==> src/rtl/cbirq_pkg.sv <==
// Shared constants and types for the cartridge bank and IRQ register block.
// Holds the write decode groups, IRQ control bit positions and the result record.
// No dependencies.
`default_nettype none

package cbirq_pkg;

    // item kinds
    localparam logic OpWrite = 1'b0;
    localparam logic OpDots  = 1'b1;

    // address bits 15..12 of a register write
    localparam logic [3:0] GrpPrg    = 4'h8;
    localparam logic [3:0] GrpPrgHi  = 4'h9;
    localparam logic [3:0] GrpChr0   = 4'hA;
    localparam logic [3:0] GrpChr1   = 4'hB;
    localparam logic [3:0] GrpChr2   = 4'hC;
    localparam logic [3:0] GrpChr3   = 4'hD;
    localparam logic [3:0] GrpMisc   = 4'hE;
    localparam logic [3:0] GrpIrq    = 4'hF;

    // address bits that pick the second register of a pair
    localparam logic [15:0] SecondRegMask = 16'h0018;

    // irq control bit positions
    localparam int CtrlAckEn = 0;
    localparam int CtrlEn    = 1;
    localparam int CtrlCycle = 2;
    localparam logic [2:0] CtrlMask = 3'h7;

    // dot and scanline timing
    localparam logic [2:0] CpuDots      = 3'd3;
    localparam logic [8:0] ScanlineDots = 9'd341;
    localparam logic [7:0] CountTop     = 8'hFF;

    // one result record
    typedef struct packed {
        logic [7:0] prg_bank_8000;
        logic [7:0] prg_bank_a000;
        logic [7:0] prg_bank_c000;
        logic [7:0] chr_bank_selected;
        logic [1:0] mirror_mode;
        logic       irq_line;
        logic [7:0] irq_count_now;
    } t_result;

endpackage

`default_nettype wire

==> src/rtl/cartridge_bank_and_irq_registers_core.sv <==
// Top level of the cartridge bank and IRQ register block.
// Uses cbirq_pkg for decode groups, timing constants and the result record.
// Holds the input register, the register file, the IRQ counter and the result register.
`default_nettype none

// One item per clock cycle sustained while the result channel is not stalled. An
// item is taken into an input register, its write or dot update runs through one
// stage of logic into the bank and IRQ registers, and its result appears in the
// result register when the item leaves the input register, which waits while a
// stalled result is held. The result register and the input register each hold
// one item, so a new item is taken while a result waits if the input register is empty.
// An item of up to three dots makes at most one CPU cycle for the IRQ counter.
module cartridge_bank_and_irq_registers_core (
    input  wire logic        i_clk,
    input  wire logic        i_rst_n,
    // input channel
    input  wire logic        i_in_valid,
    output logic             o_in_stall,
    input  wire logic        i_operation,
    input  wire logic [15:0] i_address,
    input  wire logic [7:0]  i_value,
    input  wire logic [1:0]  i_dots,
    input  wire logic [2:0]  i_chr_query,
    // result channel
    output logic             o_out_valid,
    input  wire logic        i_out_stall,
    output logic [7:0]       o_prg_bank_8000,
    output logic [7:0]       o_prg_bank_a000,
    output logic [7:0]       o_prg_bank_c000,
    output logic [7:0]       o_chr_bank_selected,
    output logic [1:0]       o_mirror_mode,
    output logic             o_irq_line,
    output logic [7:0]       o_irq_count_now
);

    // input register
    logic        r_in_valid;
    logic        r_in_op;
    logic [15:0] r_in_addr;
    logic [7:0]  r_in_value;
    logic [1:0]  r_in_dots;
    logic [2:0]  r_in_query;

    // register file and irq state
    logic [7:0] r_prg [3];
    logic [7:0] r_chr [8];
    logic [1:0] r_mirror;
    logic [7:0] r_reload;
    logic [7:0] r_irq_count;
    logic [2:0] r_ctrl;
    logic [8:0] r_prescaler;
    logic       r_irq_flag;
    logic [1:0] r_dot_acc;

    // result register
    logic                 r_out_valid;
    cbirq_pkg::t_result   r_res;

    // next values
    logic [7:0] n_prg [3];
    logic [7:0] n_chr [8];
    logic [1:0] n_mirror;
    logic [7:0] n_reload;
    logic [7:0] n_irq_count;
    logic [2:0] n_ctrl;
    logic [8:0] n_prescaler;
    logic       n_irq_flag;
    logic [1:0] n_dot_acc;
    cbirq_pkg::t_result n_res;

    logic       adv;
    logic       in_ready;
    logic       second;
    logic [3:0] grp;
    logic [1:0] chr_pair;
    logic [2:0] acc_sum;
    logic       cpu_cyc;
    logic [8:0] pre_sum;
    logic       tick;

    // handshake: the input register moves on when the result register is free or its result is taken
    assign adv        = r_in_valid && (!r_out_valid || !i_out_stall);
    assign in_ready   = !r_in_valid || adv;
    assign o_in_stall = !in_ready;

    // write decode fields
    assign second   = (r_in_addr & cbirq_pkg::SecondRegMask) != 16'h0000;
    assign grp      = r_in_addr[15:12];
    assign chr_pair = 2'(grp - cbirq_pkg::GrpChr0);

    // dot accumulation, at most one cpu cycle per item
    assign acc_sum = {1'b0, r_in_dots} + {1'b0, r_dot_acc};
    assign cpu_cyc = acc_sum >= cbirq_pkg::CpuDots;
    assign pre_sum = r_prescaler + {6'd0, cbirq_pkg::CpuDots};

    // state update for one item
    always_comb begin
        n_prg       = r_prg;
        n_chr       = r_chr;
        n_mirror    = r_mirror;
        n_reload    = r_reload;
        n_irq_count = r_irq_count;
        n_ctrl      = r_ctrl;
        n_prescaler = r_prescaler;
        n_irq_flag  = r_irq_flag;
        n_dot_acc   = r_dot_acc;
        tick        = 1'b0;
        if (r_in_op == cbirq_pkg::OpWrite) begin
            if (r_in_addr[15]) begin
                case (grp)
                    cbirq_pkg::GrpPrg: begin
                        if (second) begin
                            n_prg[1] = r_in_value;
                        end else begin
                            n_prg[0] = r_in_value;
                        end
                    end
                    cbirq_pkg::GrpPrgHi: begin
                        if (!second) begin
                            n_prg[2] = r_in_value;
                        end
                    end
                    cbirq_pkg::GrpChr0, cbirq_pkg::GrpChr1,
                    cbirq_pkg::GrpChr2, cbirq_pkg::GrpChr3: begin
                        n_chr[{chr_pair, second}] = r_in_value;
                    end
                    cbirq_pkg::GrpMisc: begin
                        if (second) begin
                            n_reload = r_in_value;
                        end else begin
                            n_mirror = r_in_value[1:0];
                        end
                    end
                    cbirq_pkg::GrpIrq: begin
                        n_irq_flag = 1'b0;
                        if (second) begin
                            // acknowledge: enable follows enable-after-ack
                            n_ctrl[cbirq_pkg::CtrlEn] = r_ctrl[cbirq_pkg::CtrlAckEn];
                        end else begin
                            n_ctrl = r_in_value[2:0] & cbirq_pkg::CtrlMask;
                            if (r_in_value[cbirq_pkg::CtrlEn]) begin
                                n_prescaler = 9'd0;
                                n_irq_count = r_reload;
                            end
                        end
                    end
                    default: begin
                    end
                endcase
            end
        end else begin
            n_dot_acc = cpu_cyc ? 2'(acc_sum - cbirq_pkg::CpuDots) : acc_sum[1:0];
            if (cpu_cyc && r_ctrl[cbirq_pkg::CtrlEn]) begin
                if (r_ctrl[cbirq_pkg::CtrlCycle]) begin
                    tick = 1'b1;
                end else if (pre_sum >= cbirq_pkg::ScanlineDots) begin
                    n_prescaler = pre_sum - cbirq_pkg::ScanlineDots;
                    tick        = 1'b1;
                end else begin
                    n_prescaler = pre_sum;
                end
            end
            // counter step, reload and raise on overflow
            if (tick) begin
                if (r_irq_count == cbirq_pkg::CountTop) begin
                    n_irq_count = r_reload;
                    n_irq_flag  = 1'b1;
                end else begin
                    n_irq_count = r_irq_count + 8'd1;
                end
            end
        end
    end

    // result from the updated state
    always_comb begin
        n_res.prg_bank_8000     = n_prg[0];
        n_res.prg_bank_a000     = n_prg[1];
        n_res.prg_bank_c000     = n_prg[2];
        n_res.chr_bank_selected = n_chr[r_in_query];
        n_res.mirror_mode       = n_mirror;
        n_res.irq_line          = n_irq_flag;
        n_res.irq_count_now     = n_irq_count;
    end

    // input register and transfer control
    always_ff @(posedge i_clk) begin
        if (!i_rst_n) begin
            r_in_valid <= 1'b0;
        end else if (in_ready) begin
            r_in_valid <= i_in_valid;
        end
    end

    always_ff @(posedge i_clk) begin
        if (in_ready && i_in_valid) begin
            r_in_op    <= i_operation;
            r_in_addr  <= i_address;
            r_in_value <= i_value;
            r_in_dots  <= i_dots;
            r_in_query <= i_chr_query;
        end
    end

    // bank and irq state
    always_ff @(posedge i_clk) begin
        if (!i_rst_n) begin
            r_prg       <= '{default: 8'd0};
            r_chr       <= '{default: 8'd0};
            r_mirror    <= 2'd0;
            r_reload    <= 8'd0;
            r_irq_count <= 8'd0;
            r_ctrl      <= 3'd0;
            r_prescaler <= 9'd0;
            r_irq_flag  <= 1'b0;
            r_dot_acc   <= 2'd0;
        end else if (adv) begin
            r_prg       <= n_prg;
            r_chr       <= n_chr;
            r_mirror    <= n_mirror;
            r_reload    <= n_reload;
            r_irq_count <= n_irq_count;
            r_ctrl      <= n_ctrl;
            r_prescaler <= n_prescaler;
            r_irq_flag  <= n_irq_flag;
            r_dot_acc   <= n_dot_acc;
        end
    end

    // result register
    always_ff @(posedge i_clk) begin
        if (!i_rst_n) begin
            r_out_valid <= 1'b0;
        end else if (adv) begin
            r_out_valid <= 1'b1;
        end else if (!i_out_stall) begin
            r_out_valid <= 1'b0;
        end
    end

    always_ff @(posedge i_clk) begin
        if (adv) begin
            r_res <= n_res;
        end
    end

    assign o_out_valid         = r_out_valid;
    assign o_prg_bank_8000     = r_res.prg_bank_8000;
    assign o_prg_bank_a000     = r_res.prg_bank_a000;
    assign o_prg_bank_c000     = r_res.prg_bank_c000;
    assign o_chr_bank_selected = r_res.chr_bank_selected;
    assign o_mirror_mode       = r_res.mirror_mode;
    assign o_irq_line          = r_res.irq_line;
    assign o_irq_count_now     = r_res.irq_count_now;

    // the irq line is only raised by a dot transfer
    a_flag_from_dots: assert property (@(posedge i_clk) disable iff (!i_rst_n)
        $rose(r_irq_flag) |-> $past(adv && r_in_op == cbirq_pkg::OpDots))
        else $error("irq flag raised without a dot transfer");

    // leftover dots never make a whole cpu cycle
    a_acc_range: assert property (@(posedge i_clk) disable iff (!i_rst_n)
        r_dot_acc < 2'd3)
        else $error("dot accumulator out of range");

    // prescaler always stays within one scanline
    a_pre_range: assert property (@(posedge i_clk) disable iff (!i_rst_n)
        r_prescaler < cbirq_pkg::ScanlineDots)
        else $error("prescaler out of range");

    // state only changes when an item moves into the result register
    a_state_hold: assert property (@(posedge i_clk) disable iff (!i_rst_n)
        !adv |=> $stable(r_irq_count) && $stable(r_ctrl) && $stable(r_irq_flag))
        else $error("irq state changed without a transfer");

endmodule

`default_nettype wire
==> config.mk <==
export PLATFORM = sky130hd
export DESIGN_NAME = cartridge_bank_and_irq_registers_core
export DESIGN_NICKNAME = d
export VERILOG_FILES = /design/src/rtl/cbirq_pkg.sv /design/src/rtl/cartridge_bank_and_irq_registers_core.sv
export SDC_FILE = /design/constraint.sdc
export NUM_CORES = 1
export LEC_CHECK = 0
export BUFFER_PORTS_ARGS = -buffer_cell sky130_fd_sc_hd__buf_4
export CAP_MARGIN = 40
export CELL_PAD_IN_SITES_DETAIL_PLACEMENT = 1
export CELL_PAD_IN_SITES_GLOBAL_PLACEMENT = 2
export CORE_ASPECT_RATIO = 0.75
export CORE_MARGIN = 10
export CORE_UTILIZATION = 35
export CTS_BUF_LIST = sky130_fd_sc_hd__clkbuf_4 sky130_fd_sc_hd__clkbuf_8
export CTS_CLUSTER_DIAMETER = 60
export DETAILED_ROUTE_END_ITERATION = 10
export PLACE_DENSITY = 0.84
export SLEW_MARGIN = 25
export SYNTH_ARGS = -nofsm -noshare
export SYNTH_HDL_FRONTEND = slang
export SYNTH_SLANG_ARGS = --single-unit
==> constraint.sdc <==
create_clock -name i_clk -period 3.1 [get_ports i_clk]
set_clock_uncertainty 0.05 [all_clocks]
set_input_delay 0.31 -clock i_clk [delete_from_list [all_inputs] [get_ports i_clk]]
set_output_delay 0.31 -clock i_clk [all_outputs]
set_load 0.01 [all_outputs]
==> metrics.txt <==
worst r2r src r_prescaler[0]$_SDFFE_PN0P_; worst path required time 3260 ps; DP Area 0.00980 mm2; Post-Synthesis Cells 949; Max Cap Violations 0; Inserted Diodes 0; Final HPWL DP 17800 um; syn nets 990; Residual DRC 0; Die Wd 203 um; Async S/R FF share, synth 0%; CP Capture Type flop; status finished, final reports clean; initial core utilization 35.4%; post-route design area 0.0105 mm2; GPL Wtd Cong 0.812; Seq cells post-synth 186; post-synth top area share 27.9%; Synth area leader dfxtp_1; CTS clk-pin slew, worst paths 120 ps; fill cell count 2890; total power 4.87 mW; Core Util, Final 42.3%; proportion of layout cells with a drive suffix above 1 20.2%; number of synthesized flops with an enable pin 63; post-DR vias/cell 5.35; Rel. slew slack 41.8%; commonest non-fill, non-tap cell in the layout nor2_1; Hold Slack 31.3 ps; critical path class flop to flop; die area 0.0320 mm2; maximum vdd drop 0.240 mV; fmax 344 MHz; FF-to-FF setup slack 190 ps; area of the core 0.0249 mm2; placed insts 1333; count of different cell masters after synthesis 77; Mean Syn Cell Area 9.29 um2; critical path arrival 3070 ps; die height 157 um; total negative slack 0 ps; Top Ports 79; cts bufs inserted 17; Worst Tran Pin Value 873 ps; Ys Warns 0; DR pass1 iterations 5; Critical Path Start Type flop; # rows 50; nets 1080; worst-path fanout max 7; hold_sp i_out_stall; PnR worst setup slack 192 ps; Synth Cell Area 0.00881 mm2; # setup viols final 0; CTS tree yes; hold endpoint o_out_valid$_SDFFE_PN0P_; Final Max Slew Viols 0; Hold Crit Class input pin to flop; commonest cells after routing, fill and taps aside nor2_1, dfxtp_1, buf_4; Finished Layout Cells 1390; Pwr Density 463 mW/mm2; Root Buffer clkbuf_8; port buffer count 68; Global Route Usage Sum 16.3%; fraction of the cycle the final worst path needs 93.8%; Final Critical Period 2910 ps; final WL 26300 um; Final Hold Fails 0; FF-to-FF path depth 11; grt ovf 0; H-tree Lvls 4; first-pass GRT wire length 41900 um; vias post-DR 7442; CTS Sinks 186; first-iteration detailed-routing DRC count 477; Hold Path Cell Cnt 3; Pleak 3.75 nW; vias in the first global route 7371; dpl ws 149 ps; post-route ant nets 0; sequential element share of the synthesized area 49.4%; pin count of the biggest net entering global routing 57; worst r2r dst o_irq_count_now[1]$_DFFE_PP_; Avg WL per Cell 18.9 um; P&R area growth vs syn 19.5%; Synth Flop Type dfxtp_1; Max Root-Sink Buffers 2; initial antenna violation count 0; clock latency on the worst-skew pair 490 ps; synth top area cells dfxtp_1, edfxtp_1, nor2_1, mux2i_1, mux2_2
==> logic make-up (layout without fill, tap and decap cells) <==
| kind of cell | count (synthesis) | after routing | share of synthesized area, % |
|---|---|---|---|
| xor+xnor | 15 | 15 | 1.49 |
| simple gates | 360 | 360 | 18.5 |
| buf+inv | 80 | 183 | 4.23 |
| fa+ha+maj | 7 | 7 | 1.08 |
| flops | 186 | 186 | 49.4 |
| mux | 74 | 74 | 8.84 |
| compound gates | 227 | 227 | 16.5 |
==> layout make-up <==
type	count	area [um2]	area share (%)
clock inverters	15	204	1.94
repair buffers	137	1130	10.8
well taps	338	423	4.02
multi-input cells	683	4130	39.2
inverters	14	53.8	0.511
flip-flops and latches	186	4350	41.3
clock buffers	17	234	2.22
==> state kept, by name (all words and copies together) (netlist names), 6 cells and up <==
signal	cells
o_irq_count_now	8
o_prg_bank_a000	8
r_in_value	8
o_prg_bank_c000	8
r_prg	24
r_reload	8
r_in_addr	6
r_prescaler	9
r_irq_count	8
r_chr	64
o_prg_bank_8000	8
o_chr_bank_selected	8
==> how the worst max path moves through the flow <==
stage | startpoint | end | slack (ps)
floorplan | r_prescaler[0]$_SDFFE_PN0P_ | o_irq_count_now[2]$_DFFE_PP_ | 210
global placement | r_prescaler[0]$_SDFFE_PN0P_ | o_irq_count_now[2]$_DFFE_PP_ | 200
detailed placement | r_in_dots[0]$_DFFE_PP_ | r_prescaler[6]$_SDFFE_PN0P_ | 150
CTS | r_in_dots[0]$_DFFE_PP_ | r_prescaler[3]$_SDFFE_PN0P_ | 90
global route | r_prescaler[1]$_SDFFE_PN0P_ | o_irq_count_now[1]$_DFFE_PP_ | -1
finish | r_prescaler[0]$_SDFFE_PN0P_ | o_irq_count_now[1]$_DFFE_PP_ | 190
==> cell usage after synthesis, drive strengths merged, types with 5 or more instances <==
library cell    n
nor2          171
dfxtp         123
nand2          76
o21ai          68
edfxtp         63
a21oi          58
clkbuf         55
mux2i          43
nor3           40
mux2           31
o22ai          31
nand3          27
inv            14
a211oi         11
buf            11
a31oi          10
xnor2          10
and3            8
nand2b          8
nor4            7
ha              6
xor2            5
==> routing by layer <==
layer	global-route usage (%)	up-vias	wire length (um)
li1	-	3603	-
met1	22.6	3695	13000
met2	25.8	132	12100
met3	3.27	12	1010
met4	3.47	0	133
met5	0	-	0
==> power breakdown <==
| part | total, mW | switching [mW] | internal (mW) |
|---|---|---|---|
| logic | 0.441 | 0.261 | 0.181 |
| clock network | 1.76 | 1.11 | 0.652 |
| registers | 2.67 | 0.0702 | 2.60 |
| total | 4.87 | 1.44 | 3.43 |
==> worst max-delay path, cell delays in order, from the launching register on <==
cell,delay [ps]
dfxtp_1,350
inv_1,60
ha_1,270
nand3b_1,200
xnor2_1,220
nand3_1,190
nor3_1,370
a2111oi_4,100
buf_6,160
o31a_2,380
o32ai_1,190
nor2_1,100
==> what timing repair did <==
action                                  in CTS  in global routing
hold endpoints to repair                    21                  0
hold buffers                                21                  0
buffers inserted                             0                  2
endpoints found under the setup margin       0                 20
gates resized for setup                      0                 11
(Power assumes the default switching activity.)
